### config.mk
export PLATFORM = sky130hd
export DESIGN_NAME = art_cell
export DESIGN_NICKNAME = d
export VERILOG_FILES = /design/src/sv/art_pkg.sv /design/src/sv/art_cell.sv
export SDC_FILE = /design/constraint.sdc
export NUM_CORES = 1
export LEC_CHECK = 0
export BUFFER_PORTS_ARGS = -buffer_cell sky130_fd_sc_hd__buf_2
export CORE_AREA = 3 3 243 245
export DETAILED_ROUTE_END_ITERATION = 6
export DIE_AREA = 0 0 246 248
export GPL_ROUTABILITY_DRIVEN = 0
export GPL_TIMING_DRIVEN = 0
export MAX_ROUTING_LAYER = met4
export PLACE_DENSITY = 0.67
export SLEW_MARGIN = 20
export SYNTH_ARGS = -nofsm -noshare
export SYNTH_HDL_FRONTEND = slang
export SYNTH_SLANG_ARGS = --single-unit
### constraint.sdc
create_clock -name clk -period 8.52 [get_ports clk]
set_input_delay 1.704 -clock clk [delete_from_list [all_inputs] [get_ports clk]]
set_output_delay 1.704 -clock clk [all_outputs]
set_load 0.005 [all_outputs]
### src/sv/art_pkg.sv
// ----------------------------------------------------------------------------
// aging route table package
// sizes, request and status codes, and the structs shared by the cell chain
// ----------------------------------------------------------------------------
package art_pkg;

	localparam int ENTRIES      = 64;
	localparam int KEY_BITS     = 64;
	localparam int CFG_IDX_BITS = 8;

	localparam logic [CFG_IDX_BITS-1:0] CFG_FRESH  = CFG_IDX_BITS'(0);
	localparam logic [CFG_IDX_BITS-1:0] CFG_EXPIRE = CFG_IDX_BITS'(1);

	localparam logic [31:0] FRESH_RESET  = 32'd60;
	localparam logic [31:0] EXPIRE_RESET = 32'd100;

	localparam logic [1:0] STAT_PROGRESS = 2'd0;
	localparam logic [1:0] STAT_FOUND    = 2'd1;
	localparam logic [1:0] STAT_NFOUND   = 2'd2;
	localparam logic [1:0] STAT_ILLEGAL  = 2'd3;

	typedef enum logic [2:0] {
		OP_ADD    = 3'd0,
		OP_UPDATE = 3'd1,
		OP_FIND   = 3'd2,
		OP_PING   = 3'd3,
		OP_CHECK  = 3'd4
	} op_t;

	typedef enum logic [1:0] {
		FSM_IDLE,
		FSM_LOOK,
		FSM_WALK,
		FSM_FIN
	} fsm_t;

	// request broadcast to every cell
	typedef struct packed {
		op_t                 op;
		logic [KEY_BITS-1:0] key;
		logic [31:0]         code;
		logic [1:0]          status;
		logic [KEY_BITS-1:0] node;
		logic [31:0]         addr;
		logic [31:0]         now;
		logic [31:0]         fresh_win;
		logic [31:0]         expire_win;
	} req_t;

	// token handed from cell to cell
	typedef struct packed {
		logic                valid;
		logic                claimed;
		logic                hit;
		logic [1:0]          status;
		logic [31:0]         code;
		logic [KEY_BITS-1:0] node;
		logic [31:0]         addr;
		logic [31:0]         stamp;
	} tok_t;

endpackage

### src/sv/art_cell.sv
// ----------------------------------------------------------------------------
// aging route table cell
// one table entry; acts on the request when the token passes and hands it on
// ----------------------------------------------------------------------------
module art_cell
	import art_pkg::*;
(
	input  logic clk,
	input  logic arst_n,
	input  req_t req,
	input  logic any_match,
	input  tok_t tok_in,
	output tok_t tok_out,
	output logic match
);

	logic                valid_q;
	logic [KEY_BITS-1:0] key_q;
	logic [1:0]          status_q;
	logic [31:0]         code_q;
	logic [KEY_BITS-1:0] node_q;
	logic [31:0]         addr_q;
	logic [31:0]         stamp_q;
	tok_t                tok_q;

	logic                n_valid;
	logic [KEY_BITS-1:0] n_key;
	logic [1:0]          n_status;
	logic [31:0]         n_code;
	logic [KEY_BITS-1:0] n_node;
	logic [31:0]         n_addr;
	logic [31:0]         n_stamp;
	logic [31:0]         age;
	logic                fresh;
	logic                expired;
	logic                show;
	logic                set_hit;
	logic                claim;
	tok_t                tok_next;

	assign match   = valid_q && (key_q == req.key);
	assign tok_out = tok_q;

	always_comb begin
		age      = req.now - stamp_q;
		fresh    = age <= req.fresh_win;
		expired  = age > req.expire_win;
		n_valid  = valid_q;
		n_key    = key_q;
		n_status = status_q;
		n_code   = code_q;
		n_node   = node_q;
		n_addr   = addr_q;
		n_stamp  = stamp_q;
		show     = 1'b0;
		set_hit  = 1'b0;
		claim    = 1'b0;
		case (req.op)
			OP_ADD: begin
				if (match || (!any_match && !valid_q && !tok_in.claimed)) begin
					show = 1'b1;
					if (match && fresh) begin
						n_status = req.status;
					end else begin
						claim    = !match;
						n_valid  = 1'b1;
						n_key    = req.key;
						n_status = req.status;
						n_code   = req.code;
						n_node   = '0;
						n_addr   = '0;
						n_stamp  = req.now;
					end
				end
			end
			OP_UPDATE: begin
				if (match) begin
					show    = 1'b1;
					set_hit = 1'b1;
					n_stamp = req.now;
					if (code_q != req.code) begin
						n_status = STAT_NFOUND;
					end else begin
						n_node   = req.node;
						n_addr   = req.addr;
						n_status = STAT_FOUND;
					end
				end
			end
			OP_FIND: begin
				show    = match;
				set_hit = match;
			end
			OP_PING: begin
				if (match) begin
					show    = 1'b1;
					set_hit = 1'b1;
					n_stamp = req.now;
				end
			end
			OP_CHECK: begin
				if (valid_q && !fresh) begin
					if (status_q == STAT_PROGRESS) begin
						n_status = STAT_NFOUND;
						n_stamp  = req.now;
					end else if (expired) begin
						n_valid = 1'b0;
					end
				end
			end
			default: begin
			end
		endcase

		tok_next = tok_in;
		if (claim) begin
			tok_next.claimed = 1'b1;
		end
		if (set_hit) begin
			tok_next.hit = 1'b1;
		end
		if (show) begin
			tok_next.status = n_status;
			tok_next.code   = n_code;
			tok_next.node   = n_node;
			tok_next.addr   = n_addr;
			tok_next.stamp  = n_stamp;
		end
	end

	always_ff @(posedge clk or negedge arst_n) begin
		if (!arst_n) begin
			valid_q <= 1'b0;
			tok_q   <= '0;
		end else begin
			tok_q <= tok_next;
			if (tok_in.valid) begin
				valid_q <= n_valid;
			end
		end
	end

	always_ff @(posedge clk) begin
		if (tok_in.valid) begin
			key_q    <= n_key;
			status_q <= n_status;
			code_q   <= n_code;
			node_q   <= n_node;
			addr_q   <= n_addr;
			stamp_q  <= n_stamp;
		end
	end

endmodule

# ---- Yosys cells after proc, flatten, opt, wreduce, memory -nomap -nowiden
# Index checks and enable logic that the tools add are counted.
dict set report totals {
  output_inout_bits 166
  input_bits 461
  latch_bits 0
  ram_bits 0
  romBits 0
  regBits 392
  word_cells 88
  memories 0
}
dict set report classes {
  n_reduce_logical 17
  muxes 41
  n_bitwise 1
  n_shift 0
  eq_ne 11
  mul 0
  addsub 1
  div 0
  magnitude_cmp 2
}
# cell n
set ops {}
lappend ops {{two-way mux 32 bit} 12}
lappend ops {{two-way mux 64 bit} 4}
lappend ops {{two-way mux 162 bit} 1}
lappend ops {{case mux 64 bit (2 select lines)} 1}
lappend ops {{case mux 32 bit (3 select lines)} 1}
lappend ops {{== test 64 bit} 1}
lappend ops {{case mux 32 bit (2 select lines)} 1}
lappend ops {{greater-than comparator 32 bit} 1}
lappend ops {{<= comparator 32 bit} 1}
lappend ops {{inequality test 32 bit} 1}
lappend ops {{subtractor 32 bit} 1}
lappend ops {{two-way mux 1 bit} 12}
lappend ops {{two-way mux 2 bit} 5}
lappend ops {{inequality test 2 bit, second input constant} 5}
lappend ops {{AND reduction 7 bit} 1}
lappend ops {{== test 3 x 2 -> 1 bit, second input constant} 2}
lappend ops {{case mux 2 bit (3 select lines)} 1}
lappend ops {{logical AND 1 bit} 5}
lappend ops {{logical NOT 1 bit} 5}
lappend ops {{case mux 1 bit (2 select lines)} 2}
lappend ops {{AND reduction 4 bit} 1}
lappend ops {{== test 3 x 1 -> 1 bit, second input constant} 1}
lappend ops {{== test 3 bit, second input constant} 1}
lappend ops {{logical NOT 3 bit} 1}
lappend ops {{other kinds (6)} 6}

# ---- Longest topological paths before layout
dict set report logic_depth {
  ltp_word 7
  mapped_depth 23
  mapped_depth_nobuf 22
}

# ---- Least setup slack after synthesis
# Ideal clock, no wire load.
dict set report synth_timing {
  path_type {input to register}
  start {input port req[66] in the netlist's numbering}
  end {register key_q[0] (enable)}
  path_slack_ps -176
  required_time_ps 8032
  path_stages 19
  setup_time_ps 488
  t_arrival_ps 8209
  path_cell_list {ha_1 -> nor2b_1 -> o31a_1 -> o31a_1 -> o21ai_0 -> o21ai_0 -> a21o_1 -> a21bo_2 -> a2111oi_0 -> nand3b_1 -> ha_1 -> nand4_1 -> or3_1 -> nor3_1 -> o31ai_1 -> a21oi_4 -> o21ai_2 -> buf_6 -> nor2_1}
}
dict set report synth_between {
  elab_chain_len 5
}
# item line_no
set synth_rtl {}
lappend synth_rtl {{start, declared} art_cell.sv:10} ;# input req_t req,
lappend synth_rtl {{subtractor 32 bit} art_cell.sv:45} ;# age = req.now - stamp_q;
lappend synth_rtl {{<= comparator 32 bit} art_cell.sv:46} ;# fresh = age <= req.fresh_win;
lappend synth_rtl {{logical AND 1 bit} art_cell.sv:62} ;# if (match && fresh) begin
lappend synth_rtl {{NOT 1 bit (no line)} n/a}
lappend synth_rtl {{AND reduction 4 bit (no line)} n/a}
lappend synth_rtl {{end signal, assigned} art_cell.sv:145} ;# key_q <= n_key;
lappend synth_rtl {{end, declared} art_cell.sv:18} ;# logic [KEY_BITS-1:0] key_q;
# Every way passes these cells.
# A chain may end at the register's enable or synchronous reset.

==> out/metrics.cfg <==
[sta]
finClkSkew_ps=22.3
timing.final.ws_setup_ps=672
hold_viol_final=0
worst_pin_slew_ps=912
grt_setup_unrepaired=false
achievable_freq_mhz=127
layout_min_cycle_time_ps=7850
min_period_over_period=0.921
drv_slew=0
maxSlewHeadroom=0.388
fin_tns_setup_ps=0
report.final.setup_viol=0

[floorplanning]
core_region_area_um2=57400
initial_standard_cell_utilization_of_the_core=0.342
die_footprint_um2=61000
io_pins=627
die_width_um=246
chipHeight_um=248
fp-row-count=88

[run_status]
run_status=complete, no violations

[grt]
grt_pass1_vias=15800
antenna_found_initial=21
first_pass_grt_wire_length_um=92400
largest_net_degree_at_the_start_of_global_routing=97
overflow=0
track_usage=0.205

[cts]
tritoncts=yes
clock_buffer_count_from_cts=44
cts.sink_count=392
cts.htree.levels=2
clock_insertion_delay_worst_skew_ps=570
clk_path_buf_depth=3
cts.root.buffer_cell=sky130_fd_sc_hd__clkbuf_16
cts-resized-gates=0
clock_transition_time_at_the_flip_flop_clock_pins_of_the_worst_setup_and_hold_paths_ps=60
cts.hold.buffers_added=0
setup_fix_bufs_post_cts=0

[drt]
dr_total_vias=14800
detail-route-antenna-nets=0
vias_per_cell=5.00
first_drt_pass_iteration_count=5
first_iter_violations=635
drc=0
detail_route.wl_per_cell_um=21.3
wirelength_um=63100

[setup_path]
top_fanout_value_on_the_critical_path=10
critical_path_arrival_ps=8360
timing.critical_path.from_type=input pin
timing.critical_path.from=req[73]
setup.reg_to_reg.worst_slack_ps=1540
critical_path.reg2reg.startpoint=stamp_q[9]$_DFFE_PP_
critical_path_sink_type=flip-flop
worst_ep_required_time_ps=9030
criticalPathCategory=in -> reg
destination_of_the_critical_timing_path=tok_out[102]$_DFF_PN0_
worst-r2r-cell-count=21
regToRegEndpoint=tok_out[102]$_DFF_PN0_

[final_layout]
final_cell_mix=657 x sky130_fd_sc_hd__buf_2, 226 x sky130_fd_sc_hd__edfxtp_1, 167 x sky130_fd_sc_hd__mux2_2, 166 x sky130_fd_sc_hd__dfrtp_1, 122 x sky130_fd_sc_hd__inv_1
finalInstanceArea_um2=25300
layout-drive-gt1-share=0.434
layout_commonest_cell=sky130_fd_sc_hd__buf_2
area.growth.synth_to_final_pct=29.1
layout.nets=2703
post_layout_nonfiller_instances=2965

[placed_design]
hpwlAfterDp_um=50600
numPortBuffers=626
dp_cells=2865
worst_case_setup_slack_after_placement_ps=-66.3
placed_area_um2=23800

[power]
vdd.ir_drop.worst_mv=0.149
p_per_area_nw_per_um2=191
power_leakage_uw=0.0115

[min_path]
hold_path.class=reg -> reg

[logic_synthesis]
synth_area_per_cell_um2=13.3
sequential_area_share_after_synthesis=0.558
synth-edff-count=226
async_flop_share=0.423
yosys.cell_types.count=69
synth_nets=2027
synthesis.area_um2=19600
postSynthRegisterBits=392
ys_warn_count=0
netlist_instances=1470
ys.flop_type=sky130_fd_sc_hd__edfxtp_1

[job]
number_of_max_capacitance_violations_reported=0

[synth_stat cells, types with 4 or more instances]
master,instances,area [um2]
sky130_fd_sc_hd__a2111oi_0,4,35.0
sky130_fd_sc_hd__a21o_1,35,263
sky130_fd_sc_hd__a21oi_1,48,240
sky130_fd_sc_hd__a22o_1,72,631
sky130_fd_sc_hd__a22oi_1,25,188
sky130_fd_sc_hd__buf_2,33,165
sky130_fd_sc_hd__clkbuf_1,12,45.0
sky130_fd_sc_hd__dfrtp_1,166,4150
sky130_fd_sc_hd__edfxtp_1,226,6790
sky130_fd_sc_hd__ha_1,95,1190
sky130_fd_sc_hd__inv_1,122,458
sky130_fd_sc_hd__mux2_1,19,214
sky130_fd_sc_hd__mux2_2,167,1880
sky130_fd_sc_hd__mux2_4,29,435
sky130_fd_sc_hd__nand2_1,22,82.6
sky130_fd_sc_hd__nand2b_1,6,37.5
sky130_fd_sc_hd__nand3_1,13,65.1
sky130_fd_sc_hd__nand4_1,21,131
sky130_fd_sc_hd__nor2_1,32,120
sky130_fd_sc_hd__nor2b_1,19,119
sky130_fd_sc_hd__nor3_1,15,75.1
sky130_fd_sc_hd__nor4_1,22,138
sky130_fd_sc_hd__o211ai_1,4,30.0
sky130_fd_sc_hd__o21a_1,12,90.1
sky130_fd_sc_hd__o21ai_0,37,185
sky130_fd_sc_hd__o21bai_1,4,30.0
sky130_fd_sc_hd__o22ai_1,5,31.3
sky130_fd_sc_hd__o2bb2ai_1,26,228
sky130_fd_sc_hd__o31a_1,5,43.8
sky130_fd_sc_hd__o31ai_1,5,37.5
sky130_fd_sc_hd__xnor2_1,21,184
sky130_fd_sc_hd__xor2_1,86,753
[cells by family (layout without fill, tap and decap cells)]
group / count (synthesis) / count (layout) / synth area share
flops: 392 / 392 / 0.558
compound gates: 309 / 309 / 0.117
mux: 218 / 218 / 0.131
buf+inv: 177 / 889 / 0.0375
simple gates: 171 / 171 / 0.0481
xor+xnor: 107 / 107 / 0.0478
fa+ha+maj: 96 / 96 / 0.0616
other cells: 0 / 18 / 0
[critical path: stages]
cell and delay (ps):
sky130_fd_sc_hd__buf_2 110, sky130_fd_sc_hd__ha_1 380, sky130_fd_sc_hd__a21oi_1 240, sky130_fd_sc_hd__o21ai_0 200, sky130_fd_sc_hd__or3_1 340, sky130_fd_sc_hd__o21ai_0 430
sky130_fd_sc_hd__o21ai_0 210, sky130_fd_sc_hd__a21o_1 250, sky130_fd_sc_hd__a21bo_2 270, sky130_fd_sc_hd__a2111oi_0 450, sky130_fd_sc_hd__nand3b_1 200, sky130_fd_sc_hd__ha_1 160
sky130_fd_sc_hd__nand4_1 160, sky130_fd_sc_hd__nor4_1 590, sky130_fd_sc_hd__nor4b_1 520, sky130_fd_sc_hd__o21bai_1 260, sky130_fd_sc_hd__a21oi_4 130, sky130_fd_sc_hd__o31ai_2 760
sky130_fd_sc_hd__clkbuf_1 450, sky130_fd_sc_hd__o2bb2ai_1 300, sky130_fd_sc_hd__mux2_2 240
[report_power, final]
part	internal, uW	switching, uW	leakage, uW
Clock	1120	783	0.000687
Combinational	364	399	0.00670
Sequential	2130	43.5	0.00410
[per-layer routing]
metal  global-route usage  part of all wire  vias up
li1                     -                 -     6864
met1                0.234              0.39     7300
met2                0.358              0.51      558
met3               0.0451             0.071      106
met4               0.0632             0.028        0
met5                    -                 0        -
[flip-flops by register name (all words and copies together), names as in the netlist]
register,cells
stamp_q,32
code_q,32
tok_out,165
status_q,2
key_q,64
valid_q,1
addr_q,32
node_q,64
[stage by stage]
step,hold slack [ps],utilization,total power [uW]
floorplan,537,-,2620
finish,580,0.441,4840
detailed placement,564,0.416,2970
CTS,581,0.441,4890
global placement,559,0.413,2940
global route,598,0.441,5060
[layout make-up]
type                    count  area, um2
plain buffers              51        263
multi-input cells         901       7960
clock buffers              69       1270
fillers                  5311      32000
flip-flops and latches    392      10900
repair buffers            630       3250
diodes                     18       45.0
inverters                 126        473
well taps                 765        957
clock inverters            13        170
[how the worst min path moves through the flow]
| stage | start | to | slack (ps) | depth (start not counted) |
|---|---|---|---|---|
| final | node_q[21]$_DFFE_PP_ | node_q[21]$_DFFE_PP_ | 580 | 1 |
| after global routing | node_q[22]$_DFFE_PP_ | node_q[22]$_DFFE_PP_ | 600 | 1 |
| after CTS | node_q[21]$_DFFE_PP_ | node_q[21]$_DFFE_PP_ | 580 | 1 |
| after detailed placement | addr_q[31]$_DFFE_PP_ | addr_q[31]$_DFFE_PP_ | 560 | 1 |
| after global placement | node_q[31]$_DFFE_PP_ | node_q[31]$_DFFE_PP_ | 560 | 1 |
| after floorplan | node_q[8]$_DFFE_PP_ | node_q[8]$_DFFE_PP_ | 540 | 1 |
(Power assumes the default switching activity.)
